**config.mk**
```make
export PLATFORM = sky130hd
export DESIGN_NAME = fps_mix
export DESIGN_NICKNAME = d
export VERILOG_FILES = /design/src/rtl/fps_pkg.sv /design/src/rtl/fps_mix.sv
export SDC_FILE = /design/constraint.sdc
export NUM_CORES = 2
export LEC_CHECK = 0
export BUFFER_PORTS_ARGS = -buffer_cell sky130_fd_sc_hd__buf_2
export CAP_MARGIN = 20
export CORE_MARGIN = 5
export CORE_UTILIZATION = 40
export DETAILED_ROUTE_END_ITERATION = 7
export GPL_TIMING_DRIVEN = 0
export SLEW_MARGIN = 20
export SYNTH_ARGS = -nofsm -noshare
export SYNTH_HDL_FRONTEND = slang
export SYNTH_SLANG_ARGS = --single-unit
```
**constraint.sdc**
```tcl
create_clock -name clk_i -period 16.8 [get_ports clk_i]
set_input_delay 1.68 -clock clk_i [delete_from_list [all_inputs] [get_ports clk_i]]
set_output_delay 1.68 -clock clk_i [all_outputs]
set_load 0.02 [all_outputs]
```
**src/rtl/fps_pkg.sv**
```systemverilog
`timescale 1ns / 1ps
`default_nettype none

package fps_pkg;

  localparam int FRAC_BITS = 12;
  localparam int IN_W      = FRAC_BITS + 1;
  localparam int REG_W     = 16;
  localparam int IDX_W     = 3;

  // Q constants, rounded to nearest
  localparam int ONE_Q = 1 << FRAC_BITS;
  localparam int C03   = ((3 << FRAC_BITS) + 5) / 10;
  localparam int C005  = ((5 << FRAC_BITS) + 50) / 100;
  localparam int C008  = ((8 << FRAC_BITS) + 50) / 100;
  localparam int C01   = ((1 << FRAC_BITS) + 5) / 10;
  localparam int C04   = ((4 << FRAC_BITS) + 5) / 10;

  localparam int TERM_SH = FRAC_BITS + 2;      // terms carry 2*FRAC_BITS+2 fraction bits
  localparam int ACC_SH  = 3 * FRAC_BITS + 2;  // after occlusion scale

  // internal widths
  localparam int NRM_W  = IN_W + 2;            // mapped normal, signed
  localparam int PRD_W  = NRM_W + REG_W;       // normal * light, signed
  localparam int PZ_W   = REG_W + FRAC_BITS - 1;
  localparam int DOT_W  = PRD_W + 2;
  localparam int DIFF_W = 19;
  localparam int SD_W   = 11;
  localparam int SSS_W  = SD_W + REG_W;
  localparam int FI_W   = 2 * REG_W;
  localparam int RIM_W  = IN_W + 11;
  localparam int DT_W   = 30;
  localparam int CMN_W  = 31;
  localparam int CH_W   = FI_W + 3;
  localparam int OCC_W  = CH_W + IN_W;
  localparam int SUM_W  = OCC_W + 1;
  localparam int LIM_W  = ACC_SH + 1;
  localparam int BYTE_W = LIM_W + 8;

  localparam int PIPE_DEPTH = 6;

  typedef enum logic [IDX_W-1:0] {
    REG_LIGHT_X   = 3'd0,
    REG_LIGHT_Y   = 3'd1,
    REG_LIGHT_Z   = 3'd2,
    REG_SCATTER   = 3'd3,
    REG_FRESNEL   = 3'd4,
    REG_IRIDESCE  = 3'd5
  } reg_idx_e;

  typedef struct packed {
    logic signed [REG_W-1:0] ldx;
    logic signed [REG_W-1:0] ldy;
    logic signed [REG_W-1:0] ldz;
    logic [REG_W-1:0]        scatter;
    logic [REG_W-1:0]        fresnel;
    logic [REG_W-1:0]        irid;
  } cfg_t;

  typedef struct packed {
    logic [IN_W-1:0] density;
    logic [IN_W-1:0] normal_x;
    logic [IN_W-1:0] normal_y;
    logic [IN_W-1:0] occlusion;
    logic [IN_W-1:0] rim_level;
  } pix_t;

  // front stage 1: raw products
  typedef struct packed {
    logic signed [PRD_W-1:0] px;
    logic signed [PRD_W-1:0] py;
    logic signed [PZ_W-1:0]  pz;
    logic [SSS_W-1:0]        sss;
    logic [FI_W-1:0]         fi;
    logic [RIM_W-1:0]        rim;
    logic [IN_W-1:0]         ao;
  } fr1_t;

  // front output: rounded diffuse and passed terms
  typedef struct packed {
    logic [DIFF_W-1:0] diff;
    logic [SSS_W-1:0]  sss;
    logic [FI_W-1:0]   fi;
    logic [RIM_W-1:0]  rim;
    logic [IN_W-1:0]   ao;
  } fr2_t;

  typedef struct packed {
    logic [2:0][CH_W-1:0] ch;
    logic [RIM_W-1:0]     rim;
    logic [IN_W-1:0]      ao;
  } mx1_t;

  typedef struct packed {
    logic [2:0][OCC_W-1:0] ch;
    logic [RIM_W-1:0]      rim;
  } mx2_t;

endpackage

`default_nettype wire

```
**src/rtl/fps_mix.sv**
```systemverilog
`timescale 1ns / 1ps
`default_nettype none

module fps_mix (
  input  wire logic          clk_i,
  input  wire logic          rst_ni,
  input  wire logic          valid_i,
  input  wire fps_pkg::fr2_t data_i,
  output logic               ready_o,
  output logic               valid_o,
  output fps_pkg::mx2_t      data_o,
  input  wire logic          ready_i
);

  logic          v1_q, v2_q;
  logic          adv1, adv2;
  fps_pkg::mx1_t s1_d, s1_q;
  fps_pkg::mx2_t s2_d, s2_q;

  logic [fps_pkg::DT_W-3:0]  dprod;
  logic [fps_pkg::DT_W-1:0]  diff_t;
  logic [fps_pkg::CMN_W-1:0] common;
  logic [fps_pkg::CH_W-1:0]  base_rg, base_b, fi2;

  assign adv2    = !v2_q || ready_i;
  assign adv1    = !v1_q || adv2;
  assign ready_o = adv1;

  always_comb begin
    dprod   = (fps_pkg::DT_W-2)'(data_i.diff) * (fps_pkg::DT_W-2)'(fps_pkg::C01);
    diff_t  = {dprod, 2'b00};
    common  = fps_pkg::CMN_W'(diff_t) + fps_pkg::CMN_W'({data_i.sss, 2'b00});
    base_rg = fps_pkg::CH_W'(fps_pkg::C005) << fps_pkg::TERM_SH;
    base_b  = fps_pkg::CH_W'(fps_pkg::C008) << fps_pkg::TERM_SH;
    fi2     = fps_pkg::CH_W'({data_i.fi, 1'b0});
    // red tint 0.5*f*i, blue tint 1.5 times that
    s1_d.ch[2] = base_rg + fps_pkg::CH_W'(common) + fi2;
    s1_d.ch[1] = base_rg + fps_pkg::CH_W'(common);
    s1_d.ch[0] = base_b + fps_pkg::CH_W'(common) + fi2 + fps_pkg::CH_W'(data_i.fi);
    s1_d.rim   = data_i.rim;
    s1_d.ao    = data_i.ao;
  end

  always_comb begin
    for (int c = 0; c < 3; c++) begin
      s2_d.ch[c] = fps_pkg::OCC_W'(s1_q.ch[c]) * fps_pkg::OCC_W'(s1_q.ao);
    end
    s2_d.rim = s1_q.rim;
  end

  always_ff @(posedge clk_i or negedge rst_ni) begin
    if (!rst_ni) begin
      v1_q <= 1'b0;
      v2_q <= 1'b0;
    end else begin
      if (adv1) v1_q <= valid_i;
      if (adv2) v2_q <= v1_q;
    end
  end

  always_ff @(posedge clk_i) begin
    if (adv1 && valid_i) s1_q <= s1_d;
    if (adv2 && v1_q) s2_q <= s2_d;
  end

  assign valid_o = v2_q;
  assign data_o  = s2_q;

endmodule

`default_nettype wire

```
# After elaboration in Yosys (flattened, before gate mapping)
# Index checks and enable logic that the tools add are counted.
classes:
  add_sub_neg: 6
  multipliers: 4
  n_reduce_logical: 6
op_table:
  columns: ["op", "n"]
  rows:
  - ["$mul A35 B13 Y48", 3]
  - ["$add A34 B32 Y35", 1]
  - ["$add A35 B33 Y35", 1]
  - ["$add A32 B33 Y34", 1]
  - ["$add A22 B31 Y32 const A", 1]
  - ["$add A23 B31 Y32 const A", 1]
  - ["$add A30 B29 Y31", 1]
  - ["$mul A19 B8 Y27 const B", 1]
  - ["$logic_and A1 B1 Y1", 2]
  - ["$logic_not A1 Y1", 2]
  - ["$logic_or A1 B1 Y1", 2]
word_totals:
  regBits: 312
  output_inout_bits: 170
  word_cells: 27

# Depth between registers and ports, before layout
logic_depth:
  ltp_word: 5
  ltp_mapped: 38
  depth_no_buf: 38

# Worst setup path after synthesis
# No wires, ideal clock.
synth_timing:
  path_kind: "input to register"
  startpoint: "input data_i[97] in the netlist's numbering"
  endpoint: "register s1_q[69] in the netlist's numbering (data pin)"
  setup_ns: 0.258
  arrival_ns: 9.044
  required_ns: 16.542
  path_slack_ns: 7.498
  path_stages: 35
  cell_sequence: "ha_1 xor2_1 ha_1 fa_1 inv_1 fa_1 inv_1 ha_1 o21a_1 o31a_1 o31a_1 o21ai_0 a21boi_0 o21a_1 o21ai_0 nand2b_1 a21oi_1 xnor2_1 ha_1 a21o_1 a21o_2 a221oi_1 a21bo_4 xor2_1 fa_1 ha_1 a21oi_1 nor2b_1 and3b_1 a21oi_1 o221ai_1 o211ai_1 o21ai_0 nand2b_1 xor2_1"
synth_rtl:
  columns: ["element", "line", "source"]
  rows:
  - ["start, declared", "fps_mix.sv:8", "input wire fps_pkg::fr2_t data_i,"]
  - ["end signal, assigned", "fps_mix.sv:62", "if (adv1 && valid_i) s1_q <= s1_d;"]
  - ["end, declared", "fps_mix.sv:17", "fps_pkg::mx1_t s1_d, s1_q;"]

==> results.ini <==
[outcome]
status=completed

[critical_path]
endpoint=s1_q[69]
crit_start=data_i[97]
start_kind=input pin
cp-end-kind=flip-flop
cp_common_cell=ha_1
max_stage_delay_ps=820
worstPathRequired_ps=17200
crit_type=in2reg
reg2regPathDepth=23
worstPathArrival_ps=10500
path_max_fanout=8
timing.rr.start=s1_q[4]
cp_slowest_cell=a2111oi_0
crit-reg2reg-capture=data_o[65]
r2r_slack_ps=7920

[finish]
area_growth_pct=9.43
final_cells=8131
drive_gt1_share_pct=6.89
final_nets=7888
fillers=13800

[die]
fp.dieW_microns=386
std_cell_rows=137
ioPinCount=289
die_area_sq_um=149000
initial_core_util_pct=40.3
die_y_microns=386
core_area_sq_um=140000

[sta]
drv_slew=0
holdWs_ps=416
min_period_over_period_pct=60.1
rsz0062_at_grt=no
hold_viol_final=0
setup_violations=0
slew_headroom_pct=18.6
fin_crit_ps=10100
tightest_slew_ps=1220
setup_tns_ps=0
max_freq_mhz=99.0
fin_skew_ps=38.5

[global_routing]
grt_pass1_wl_microns=260000
overflow=0
grtUsageTotal_pct=23.1
antenna_found_initial=44
grt_pass1_vias=43700
grt_max_degree=60

[synthesis]
yosysTopAreaCellShare_pct=38.6
synth_ff_type=edfxtp_1
avgSynthCellArea_sq_um=9.63
synthCells=5858
synthArstFlopShare_pct=0.669
ys_warn_count=0
synthTopCellsByArea=fa_1, edfxtp_1, ha_1
synth_area_leader_cell=fa_1
ys_types=90
yosysSeqAreaShare_pct=15.9
synth_edf_count=297
netlist_area_sq_um=56400
ys_ff_latch=299

[drt]
avgViaCountPerCell=5.14
drc=0
wl_per_cell_microns=20.9
drt-initial-drc-count=2827
postRouteWirelength_microns=170000
vias=41800
ant_nets=0
drt_first_pass_iters=5

[place]
gp_congestion=0.967
dp_hpwl_microns=145000
portBuffers=284
placed_cells=8028

[flow_run]
maxCapViolCount=0

[clock_network]
clock_sinks=299
clkLatencyLatePin_ps=650
cts_tree=yes
post_cts_resized=0
clk_pin_slew_ps=50
postCtsHoldBufs=0
cts_buffer_depth=3
cts_root_buf=clkbuf_16
htreeDepth=2
cts_made_buffers=42
post-cts-setup-buffers=0

[hold_path]
hp-class=reg2reg
hold_path_depth=0

[metrics by stage]
step                setup slack [ps]  util [%]  area, sq um
floorplan                       7500         -        56500
global placement                6390      43.1        60200
detailed placement              6140      43.2        60400
CTS                             6830      44.1        61700
global route                    6190      44.1        61700
finish                          6700      44.2        61800
[sequential cells by signal, summed over array words and instances, names as in the netlist]
register  count
v1_q          1
s1_q        134
valid_o       1
data_o      163
[cell usage in the layout, fill, tap and decap left out, types with 31 or more instances in the layout]
cell type,instances
a21o_1,132
a21oi_1,195
and2_1,412
buf_2,284
clkbuf_1,244
clkbuf_16,43
edfxtp_1,297
fa_1,1087
ha_1,486
inv_1,1116
nand2_1,972
nand2b_1,35
nand3_1,53
nand4_1,31
nor2_1,124
o21ai_0,87
xnor2_1,145
xor2_1,75
[synthesized netlist by cell type, drive strengths merged (5+ instances only)]
cell	count
inv	1116
o21bai	22
a2111oi	5
o31ai	13
and4	6
nor2	125
a31oi	17
and2	416
a21oi	198
xnor2	146
ha	486
nand3b	5
nand4	31
nand2	972
fa	1087
o21a	29
nand2b	36
o21ai	95
buf	7
edfxtp	297
nor3	32
clkbuf	256
a41oi	6
or2	7
nor2b	21
nor4	5
o2111ai	7
nand3	53
a221oi	7
a21boi	5
a211oi	29
a21o	137
and3	22
o211ai	15
xor2	75
or3	7
[layer usage]
layer  GRT usage, %  wire length (microns)
met1           30.5                  69300
met4           9.56                   8020
met5              0                    136
met3           6.95                  17800
met2           35.7                  75000
[worst max-delay path, delay by kind of cell]
family | cells | cell delay [ps]
AOI/OAI and AO/OA | 13 | 3650
adders and majority gates | 8 | 3230
xor gates and xnor gates | 3 | 990
and+or+nand+nor | 6 | 680
buffers and inverters | 3 | 240
[cell families (layout without fill, tap and decap cells)]
group                      Yosys count  after routing  synth area share, %
AOI/OAI and AO/OA                  634            634                 7.54
xor gates and xnor gates           221            221                 3.44
adders and majority gates         1573           1573                 49.3
buffers and inverters             1380           1742                 9.26
DFF                                299            299                 15.9
muxes                                3              3               0.0554
other                                1             36              0.00664
and+or+nand+nor                   1747           1747                 14.5
[how the worst min path moves through the flow]
stage | start | to | slack, ps
final | s1_q[35] | data_o[22] | 420
after global routing | s1_q[17] | data_o[4] | 430
after CTS | s1_q[35] | data_o[22] | 420
after detailed placement | s1_q[30] | data_o[17] | 400
after global placement | s1_q[28] | data_o[15] | 400
after floorplan | s1_q[13] | data_o[0] | 400
[layout make-up]
class	instances	area, sq um	area share, %
multi-input combinational	4184	42300	68.4
clock inverter	24	194	0.314
clock buffer	49	1100	1.78
sequential	299	8970	14.5
buffer	264	1060	1.72
inverter	1116	4190	6.78
timing repair buffer	289	1550	2.51
tap	1876	2350	3.80
antenna	30	75.1	0.122
Power is left out: the tool's default activity adds up to more than one toggle a clock period on the data nets, which glitch-free logic cannot reach.
