**config.mk**
```make
export PLATFORM = sky130hd
export DESIGN_NAME = fps_front
export DESIGN_NICKNAME = d
export VERILOG_FILES = /design/src/rtl/fps_pkg.sv /design/src/rtl/fps_front.sv
export SDC_FILE = /design/constraint.sdc
export NUM_CORES = 2
export LEC_CHECK = 0
export BUFFER_PORTS_ARGS = -buffer_cell sky130_fd_sc_hd__clkbuf_2
export CAP_MARGIN = 5
export CORE_UTILIZATION = 50
export DETAILED_ROUTE_END_ITERATION = 6
export HOLD_SLACK_MARGIN = 0.05
export PLACE_DENSITY = 0.66
export SKIP_CTS_REPAIR_TIMING = 1
export SYNTH_ARGS = -nofsm -noshare
export SYNTH_HDL_FRONTEND = slang
export SYNTH_SLANG_ARGS = --single-unit
```
**constraint.sdc**
```tcl
create_clock -name clk_i -period 5.98 [get_ports clk_i]
set_clock_uncertainty 0.2 [all_clocks]
set_input_delay 0.598 -clock clk_i [delete_from_list [all_inputs] [get_ports clk_i]]
set_output_delay 0.598 -clock clk_i [all_outputs]
set_load 0.005 [all_outputs]
```
**src/rtl/fps_pkg.sv**
```systemverilog
`timescale 1ns / 1ps
`default_nettype none

package fps_pkg;

  localparam int FRAC_BITS = 12;
  localparam int IN_W      = FRAC_BITS + 1;
  localparam int REG_W     = 16;
  localparam int IDX_W     = 3;

  // Q constants, rounded to nearest
  localparam int ONE_Q = 1 << FRAC_BITS;
  localparam int C03   = ((3 << FRAC_BITS) + 5) / 10;
  localparam int C005  = ((5 << FRAC_BITS) + 50) / 100;
  localparam int C008  = ((8 << FRAC_BITS) + 50) / 100;
  localparam int C01   = ((1 << FRAC_BITS) + 5) / 10;
  localparam int C04   = ((4 << FRAC_BITS) + 5) / 10;

  localparam int TERM_SH = FRAC_BITS + 2;      // terms carry 2*FRAC_BITS+2 fraction bits
  localparam int ACC_SH  = 3 * FRAC_BITS + 2;  // after occlusion scale

  // internal widths
  localparam int NRM_W  = IN_W + 2;            // mapped normal, signed
  localparam int PRD_W  = NRM_W + REG_W;       // normal * light, signed
  localparam int PZ_W   = REG_W + FRAC_BITS - 1;
  localparam int DOT_W  = PRD_W + 2;
  localparam int DIFF_W = 19;
  localparam int SD_W   = 11;
  localparam int SSS_W  = SD_W + REG_W;
  localparam int FI_W   = 2 * REG_W;
  localparam int RIM_W  = IN_W + 11;
  localparam int DT_W   = 30;
  localparam int CMN_W  = 31;
  localparam int CH_W   = FI_W + 3;
  localparam int OCC_W  = CH_W + IN_W;
  localparam int SUM_W  = OCC_W + 1;
  localparam int LIM_W  = ACC_SH + 1;
  localparam int BYTE_W = LIM_W + 8;

  localparam int PIPE_DEPTH = 6;

  typedef enum logic [IDX_W-1:0] {
    REG_LIGHT_X   = 3'd0,
    REG_LIGHT_Y   = 3'd1,
    REG_LIGHT_Z   = 3'd2,
    REG_SCATTER   = 3'd3,
    REG_FRESNEL   = 3'd4,
    REG_IRIDESCE  = 3'd5
  } reg_idx_e;

  typedef struct packed {
    logic signed [REG_W-1:0] ldx;
    logic signed [REG_W-1:0] ldy;
    logic signed [REG_W-1:0] ldz;
    logic [REG_W-1:0]        scatter;
    logic [REG_W-1:0]        fresnel;
    logic [REG_W-1:0]        irid;
  } cfg_t;

  typedef struct packed {
    logic [IN_W-1:0] density;
    logic [IN_W-1:0] normal_x;
    logic [IN_W-1:0] normal_y;
    logic [IN_W-1:0] occlusion;
    logic [IN_W-1:0] rim_level;
  } pix_t;

  // front stage 1: raw products
  typedef struct packed {
    logic signed [PRD_W-1:0] px;
    logic signed [PRD_W-1:0] py;
    logic signed [PZ_W-1:0]  pz;
    logic [SSS_W-1:0]        sss;
    logic [FI_W-1:0]         fi;
    logic [RIM_W-1:0]        rim;
    logic [IN_W-1:0]         ao;
  } fr1_t;

  // front output: rounded diffuse and passed terms
  typedef struct packed {
    logic [DIFF_W-1:0] diff;
    logic [SSS_W-1:0]  sss;
    logic [FI_W-1:0]   fi;
    logic [RIM_W-1:0]  rim;
    logic [IN_W-1:0]   ao;
  } fr2_t;

  typedef struct packed {
    logic [2:0][CH_W-1:0] ch;
    logic [RIM_W-1:0]     rim;
    logic [IN_W-1:0]      ao;
  } mx1_t;

  typedef struct packed {
    logic [2:0][OCC_W-1:0] ch;
    logic [RIM_W-1:0]      rim;
  } mx2_t;

endpackage

`default_nettype wire

```
**src/rtl/fps_front.sv**
```systemverilog
`timescale 1ns / 1ps
`default_nettype none

module fps_front (
  input  wire logic          clk_i,
  input  wire logic          rst_ni,
  input  wire fps_pkg::cfg_t cfg_i,
  input  wire logic          valid_i,
  input  wire fps_pkg::pix_t pix_i,
  output logic               ready_o,
  output logic               valid_o,
  output fps_pkg::fr2_t      data_o,
  input  wire logic          ready_i
);

  logic          v1_q, v2_q;
  logic          adv1, adv2;
  fps_pkg::fr1_t s1_d, s1_q;
  fps_pkg::fr2_t s2_d, s2_q;

  logic signed [fps_pkg::NRM_W-1:0] nx, ny;
  logic [fps_pkg::SD_W-1:0]         sd;
  logic signed [fps_pkg::DOT_W-1:0] dot, dot_rnd;

  assign adv2    = !v2_q || ready_i;
  assign adv1    = !v1_q || adv2;
  assign ready_o = adv1;

  always_comb begin
    // normal channel 0..1 mapped to -1..1
    nx = $signed({2'b00, pix_i.normal_x}) <<< 1;
    nx = nx - fps_pkg::NRM_W'(fps_pkg::ONE_Q);
    ny = $signed({2'b00, pix_i.normal_y}) <<< 1;
    ny = ny - fps_pkg::NRM_W'(fps_pkg::ONE_Q);
    if (pix_i.density < fps_pkg::IN_W'(fps_pkg::C03)) begin
      sd = fps_pkg::SD_W'(fps_pkg::IN_W'(fps_pkg::C03) - pix_i.density);
    end else begin
      sd = '0;
    end
    s1_d.px  = nx * cfg_i.ldx;
    s1_d.py  = ny * cfg_i.ldy;
    s1_d.pz  = $signed({cfg_i.ldz, {(fps_pkg::FRAC_BITS-1){1'b0}}});
    s1_d.sss = fps_pkg::SSS_W'(sd) * fps_pkg::SSS_W'(cfg_i.scatter);
    s1_d.fi  = fps_pkg::FI_W'(cfg_i.fresnel) * fps_pkg::FI_W'(cfg_i.irid);
    s1_d.rim = fps_pkg::RIM_W'(pix_i.rim_level) * fps_pkg::RIM_W'(fps_pkg::C04);
    s1_d.ao  = pix_i.occlusion;
  end

  always_comb begin
    dot = fps_pkg::DOT_W'(s1_q.px) + fps_pkg::DOT_W'(s1_q.py) + fps_pkg::DOT_W'(s1_q.pz);
    dot_rnd = dot + fps_pkg::DOT_W'(1 << (fps_pkg::FRAC_BITS - 1));
    if (dot > 0) begin
      s2_d.diff = dot_rnd[fps_pkg::FRAC_BITS +: fps_pkg::DIFF_W];
    end else begin
      s2_d.diff = '0;
    end
    s2_d.sss = s1_q.sss;
    s2_d.fi  = s1_q.fi;
    s2_d.rim = s1_q.rim;
    s2_d.ao  = s1_q.ao;
  end

  always_ff @(posedge clk_i or negedge rst_ni) begin
    if (!rst_ni) begin
      v1_q <= 1'b0;
      v2_q <= 1'b0;
    end else begin
      if (adv1) v1_q <= valid_i;
      if (adv2) v2_q <= v1_q;
    end
  end

  always_ff @(posedge clk_i) begin
    if (adv1 && valid_i) s1_q <= s1_d;
    if (adv2 && v1_q) s2_q <= s2_d;
  end

  assign valid_o = v2_q;
  assign data_o  = s2_q;

endmodule

`default_nettype wire

```
## Word level (Yosys, flattened, before mapping)

Cells that the tools add are included.

- Register bits after elaboration: 289

- Add/sub/neg operators: 6
- Multiply operators: 5
- $lt $le $gt $ge: 2
- Multiplexer cells: 1
- Reductions and logical operators: 6

Operators by type and width:

| operator | count |
|---|---|
| 15-bit by 16-bit multiplier with 31-bit output | 2 |
| 32-bit by 27-bit adder with 33-bit output | 1 |
| 33-bit by 1-bit > comparator with 1-bit output (second input constant) | 1 |
| 31-bit by 31-bit adder with 32-bit output | 1 |
| 16-bit by 16-bit multiplier with 32-bit output | 1 |
| 31-bit by 13-bit adder with 31-bit output (second input constant) | 1 |
| 14-bit by 13-bit subtractor with 15-bit output (second input constant) | 2 |
| 11-bit by 16-bit multiplier with 27-bit output | 1 |
| 13-bit by 10-bit multiplier with 23-bit output (second input constant) | 1 |
| 13-bit by 11-bit less-than comparator with 1-bit output (second input constant) | 1 |
| 11-bit 2-to-1 mux | 1 |
| 11-bit subtractor (first input constant) | 1 |
| 1-bit logical AND | 2 |
| 1-bit zero test | 2 |
| 1-bit logical OR | 2 |

## Depth between registers and ports, before layout

- Word-level depth: 4
- Mapped depth: 30
- Mapped depth without buffers: 28

## Worst setup path before layout

Ideal clock, no wire load.

- Kind: in2reg
- From: input pix_i[53] (netlist name)
- To: register s1_q[95] (netlist name), data pin
- Setup time: 158 ps
- Arrival: 6,945 ps
- Data required time: 5,622 ps
- Path slack: -1,323 ps
- Cell stages on the path: 28
- Buffers on the path: 2
- Cells stage by stage: inv_1 > ha_1 > a21o_1 > a211oi_1 > o21ai_0 > a211o_1 > clkbuf_1 > nor2_1 > clkbuf_1 > nand2_1 > fa_1 > fa_1 > inv_1 > fa_1 > fa_1 > inv_1 > fa_1 > inv_1 > ha_1 > a21o_1 > a21oi_1 > nor2b_1 > o41ai_1 > a21oi_1 > o221ai_1 > o211ai_1 > a2111o_1 > o211ai_1

RTL lines:

| what | RTL line | RTL |
|---|---|---|
| from (decl) | fps_front.sv:9 | `input wire fps_pkg::pix_t pix_i,` |
| to (signal assigned) | fps_front.sv:74 | `if (adv1 && valid_i) s1_q <= s1_d;` |
| to (decl) | fps_front.sv:18 | `fps_pkg::fr1_t s1_d, s1_q;` |

==> flow_metrics.env <==
export IMPL_status="finished with violations"
export IMPL_violations="setup timing"
export IMPL_rsz0062_at_grt="true"
export IMPL_worstHoldEndpoint="s1_q[14]$_DFFE_PP_"
export IMPL_fin_crit_sh=1.104
export IMPL_synth_nets=5903
export IMPL_insertedDiodeCount=0
export IMPL_antenna_found_initial=0
export IMPL_setup_violations=16
export IMPL_yosys_area_top_type_share=0.3587
export IMPL_seq_area_frac_synth=0.1907
export IMPL_cp_data_required_time_ps=6180
export IMPL_met1_length_um=41390
export IMPL_critical_path_class="input pin to register"
export IMPL_async_reset_ff_frac=0.006969
export IMPL_yosysTopAreaCell="fa_1"
export IMPL_cts_tree="done"
export IMPL_vias_per_cell=5.086
export IMPL_first_iter_violations=1579
export IMPL_r2r_cells=13
export IMPL_vias=32680
export IMPL_timing_slew_headroom=0.3011
export IMPL_die_area_um2=91510
export IMPL_cts_root_buf="clkbuf_16"
export IMPL_crit_top_cell="fa_1"
export IMPL_ys_seq_elements=287
export IMPL_dr_wl_met3_um=3957
export IMPL_worst_slack_ps=-622.0
export IMPL_grt_pass1_vias=34960
export IMPL_wl_met2_um=53080
export IMPL_cp_data_arrival_time_ps=6800
export IMPL_cts_buffer_depth=3
export IMPL_crit_fanout=7
export IMPL_start_kind="input pin"
export IMPL_wl_um=101600
export IMPL_initial_core_util=0.5078
export IMPL_holdPathStages=1
export IMPL_cts_buffers=35
export IMPL_n_fill_cell=7382
export IMPL_max_clock_freq_mhz=151.5
export IMPL_worstReg2RegEnd="data_o[107]$_SDFFCE_PP0P_"
export IMPL_grt_start_max_net_pins=172
export IMPL_top_layer_used="met4"
export IMPL_r2r_start="s1_q[125]$_DFFE_PP_"
export IMPL_port_buffers=280
export IMPL_die_height_um=302.5
export IMPL_dp_final_hpwl_um=84190
export IMPL_first_pass_iters=6
export IMPL_hold_viol=0
export IMPL_postSynthAreaPerCell_um2=10.16
export IMPL_yosysUniqueCellTypes=82
export IMPL_grt_overflow=0
export IMPL_hold_path_class="input pin to register"
export IMPL_synth_cell_area_um2=45150
export IMPL_place_congestion=0.8668
export IMPL_clk_pin_slew_ps=60
export IMPL_hold_start="pix_i[0]"
export IMPL_area_growth_pct=22.34
export IMPL_timing_worst_slew_pin_value_ps=1048
export IMPL_slowest_stage="fa_1"
export IMPL_grt_usage=0.2284
export IMPL_wl_per_cell_um=15.81
export IMPL_cpPeakStageDelay_ps=530
export IMPL_grt_pass1_wl_um=168000
export IMPL_synth_edff_count=285
export IMPL_synth_main_ff_cell="edfxtp_1"
export IMPL_fin_nets=6691
export IMPL_finalCriticalPeriod_ps=6602
export IMPL_htreeDepth=2
export IMPL_yosys_top_cells_area="fa_1, edfxtp_1, ha_1"
export IMPL_ant_nets=0
export IMPL_drc=0
export IMPL_clock_sinks=287
export IMPL_r2r_slack_ps=760
export IMPL_die_x_um=302.5
export IMPL_cap_viol_max_count=0
export IMPL_syn_inst=4446
export IMPL_io_pins=282
export IMPL_drv_slew=0
export IMPL_row_count=109
export IMPL_insertion_delay_ps=570
export IMPL_drive_gt1_frac=0.2232
export IMPL_end_kind="register"
export IMPL_core_area_um2=88920
export IMPL_synth_warnings=0
export IMPL_pre_cts_ws_ps=-1239
[per-stage QoR]
stage / util / TNS [ps] / instances / instance area [um2] / hold WS, ps
after floorplan: - / -9108 / 4446 / 46250 / 102.4
after global placement: 0.5881 / -33210 / 6290 / 52290 / 186.4
after detailed placement: 0.5881 / -35960 / 6290 / 52290 / 186.3
after CTS: 0.6006 / -6613 / 6353 / 53400 / -443.0
after global routing: 0.6212 / -8396 / 6425 / 55230 / 55.28
final: 0.6212 / -3826 / 6425 / 55230 / 73.33
[worst max path at each step]
stage / start / end / cells after the start
CTS: pix_i[53] / s1_q[95]$_DFFE_PP_ / 27
global placement: pix_i[53] / s1_q[95]$_DFFE_PP_ / 27
floorplan: pix_i[53] / s1_q[95]$_DFFE_PP_ / 27
global route: pix_i[53] / s1_q[95]$_DFFE_PP_ / 28
finish: pix_i[53] / s1_q[95]$_DFFE_PP_ / 28
detailed placement: pix_i[53] / s1_q[95]$_DFFE_PP_ / 27
[cells by family after synthesis]
logic type / synth area share
AOI/OAI and AO/OA: 0.05191
xor gates and xnor gates: 0.03278
adders and majority gates: 0.4926
buffers and inverters: 0.08873
DFF: 0.1907
muxes: 0.0006651
other: 0.00008306
and+or+nand+nor: 0.1426
[Yosys cell counts (19+ instances only)]
cell      number
xnor2_1      127
nor2_1       125
inv_1        933
and2_1       384
nand2b_1      58
edfxtp_1     285
nand3_1       43
o21ai_0       49
ha_1         483
nand2_1      495
nor2b_1       49
nor3_1        50
clkbuf_1     125
o21a_1        19
xor2_1        42
fa_1         809
a21oi_1       94
a21o_1        37
[area by class of cell]
cell class	instances	area [um2]	share of cell area
Clock buffer	40	894.6	0.01620
Clock inverter	23	216.5	0.003919
Inverter	935	3542	0.06413
Multi-Input combinational cell	3095	33830	0.6125
Sequential cell	287	8608	0.1559
Tap cell	1165	1458	0.02639
Timing Repair Buffer	880	6684	0.1210
[metal layers]
layer,vias up,global-route usage
met1,16400,0.2876
met2,664,0.4122
met3,178,0.02220
met4,0,0.07310
met5,-,0
li1,15440,-
[sequential cells by signal, summed over array words and instances, names as in the netlist]
name,count
valid_o,1
data_o,114
s1_q,171
v1_q,1
[cell usage in the layout, fill, tap and decap left out, drive strengths merged, types with 58 or more instances in the layout]
cell type | Yosys | final
nand2 | 495 | 495
and2 | 384 | 384
fa | 809 | 809
buf | 4 | 614
nor2 | 125 | 125
a21oi | 94 | 94
xnor2 | 127 | 127
edfxtp | 285 | 285
clkbuf | 125 | 279
inv | 934 | 938
nand2b | 58 | 58
ha | 483 | 483
[worst max-delay path, delay by kind of cell]
family                   cells  cell delay (ps)
buffers and inverters        7              580
AND/OR/NAND/NOR              3              390
adder cells (fa/ha/maj)      7             2810
AO/OA/AOI/OAI               11             2390
Power is not shown: default switching activity piles up to over one toggle a cycle in this logic, so the estimate is an artifact.
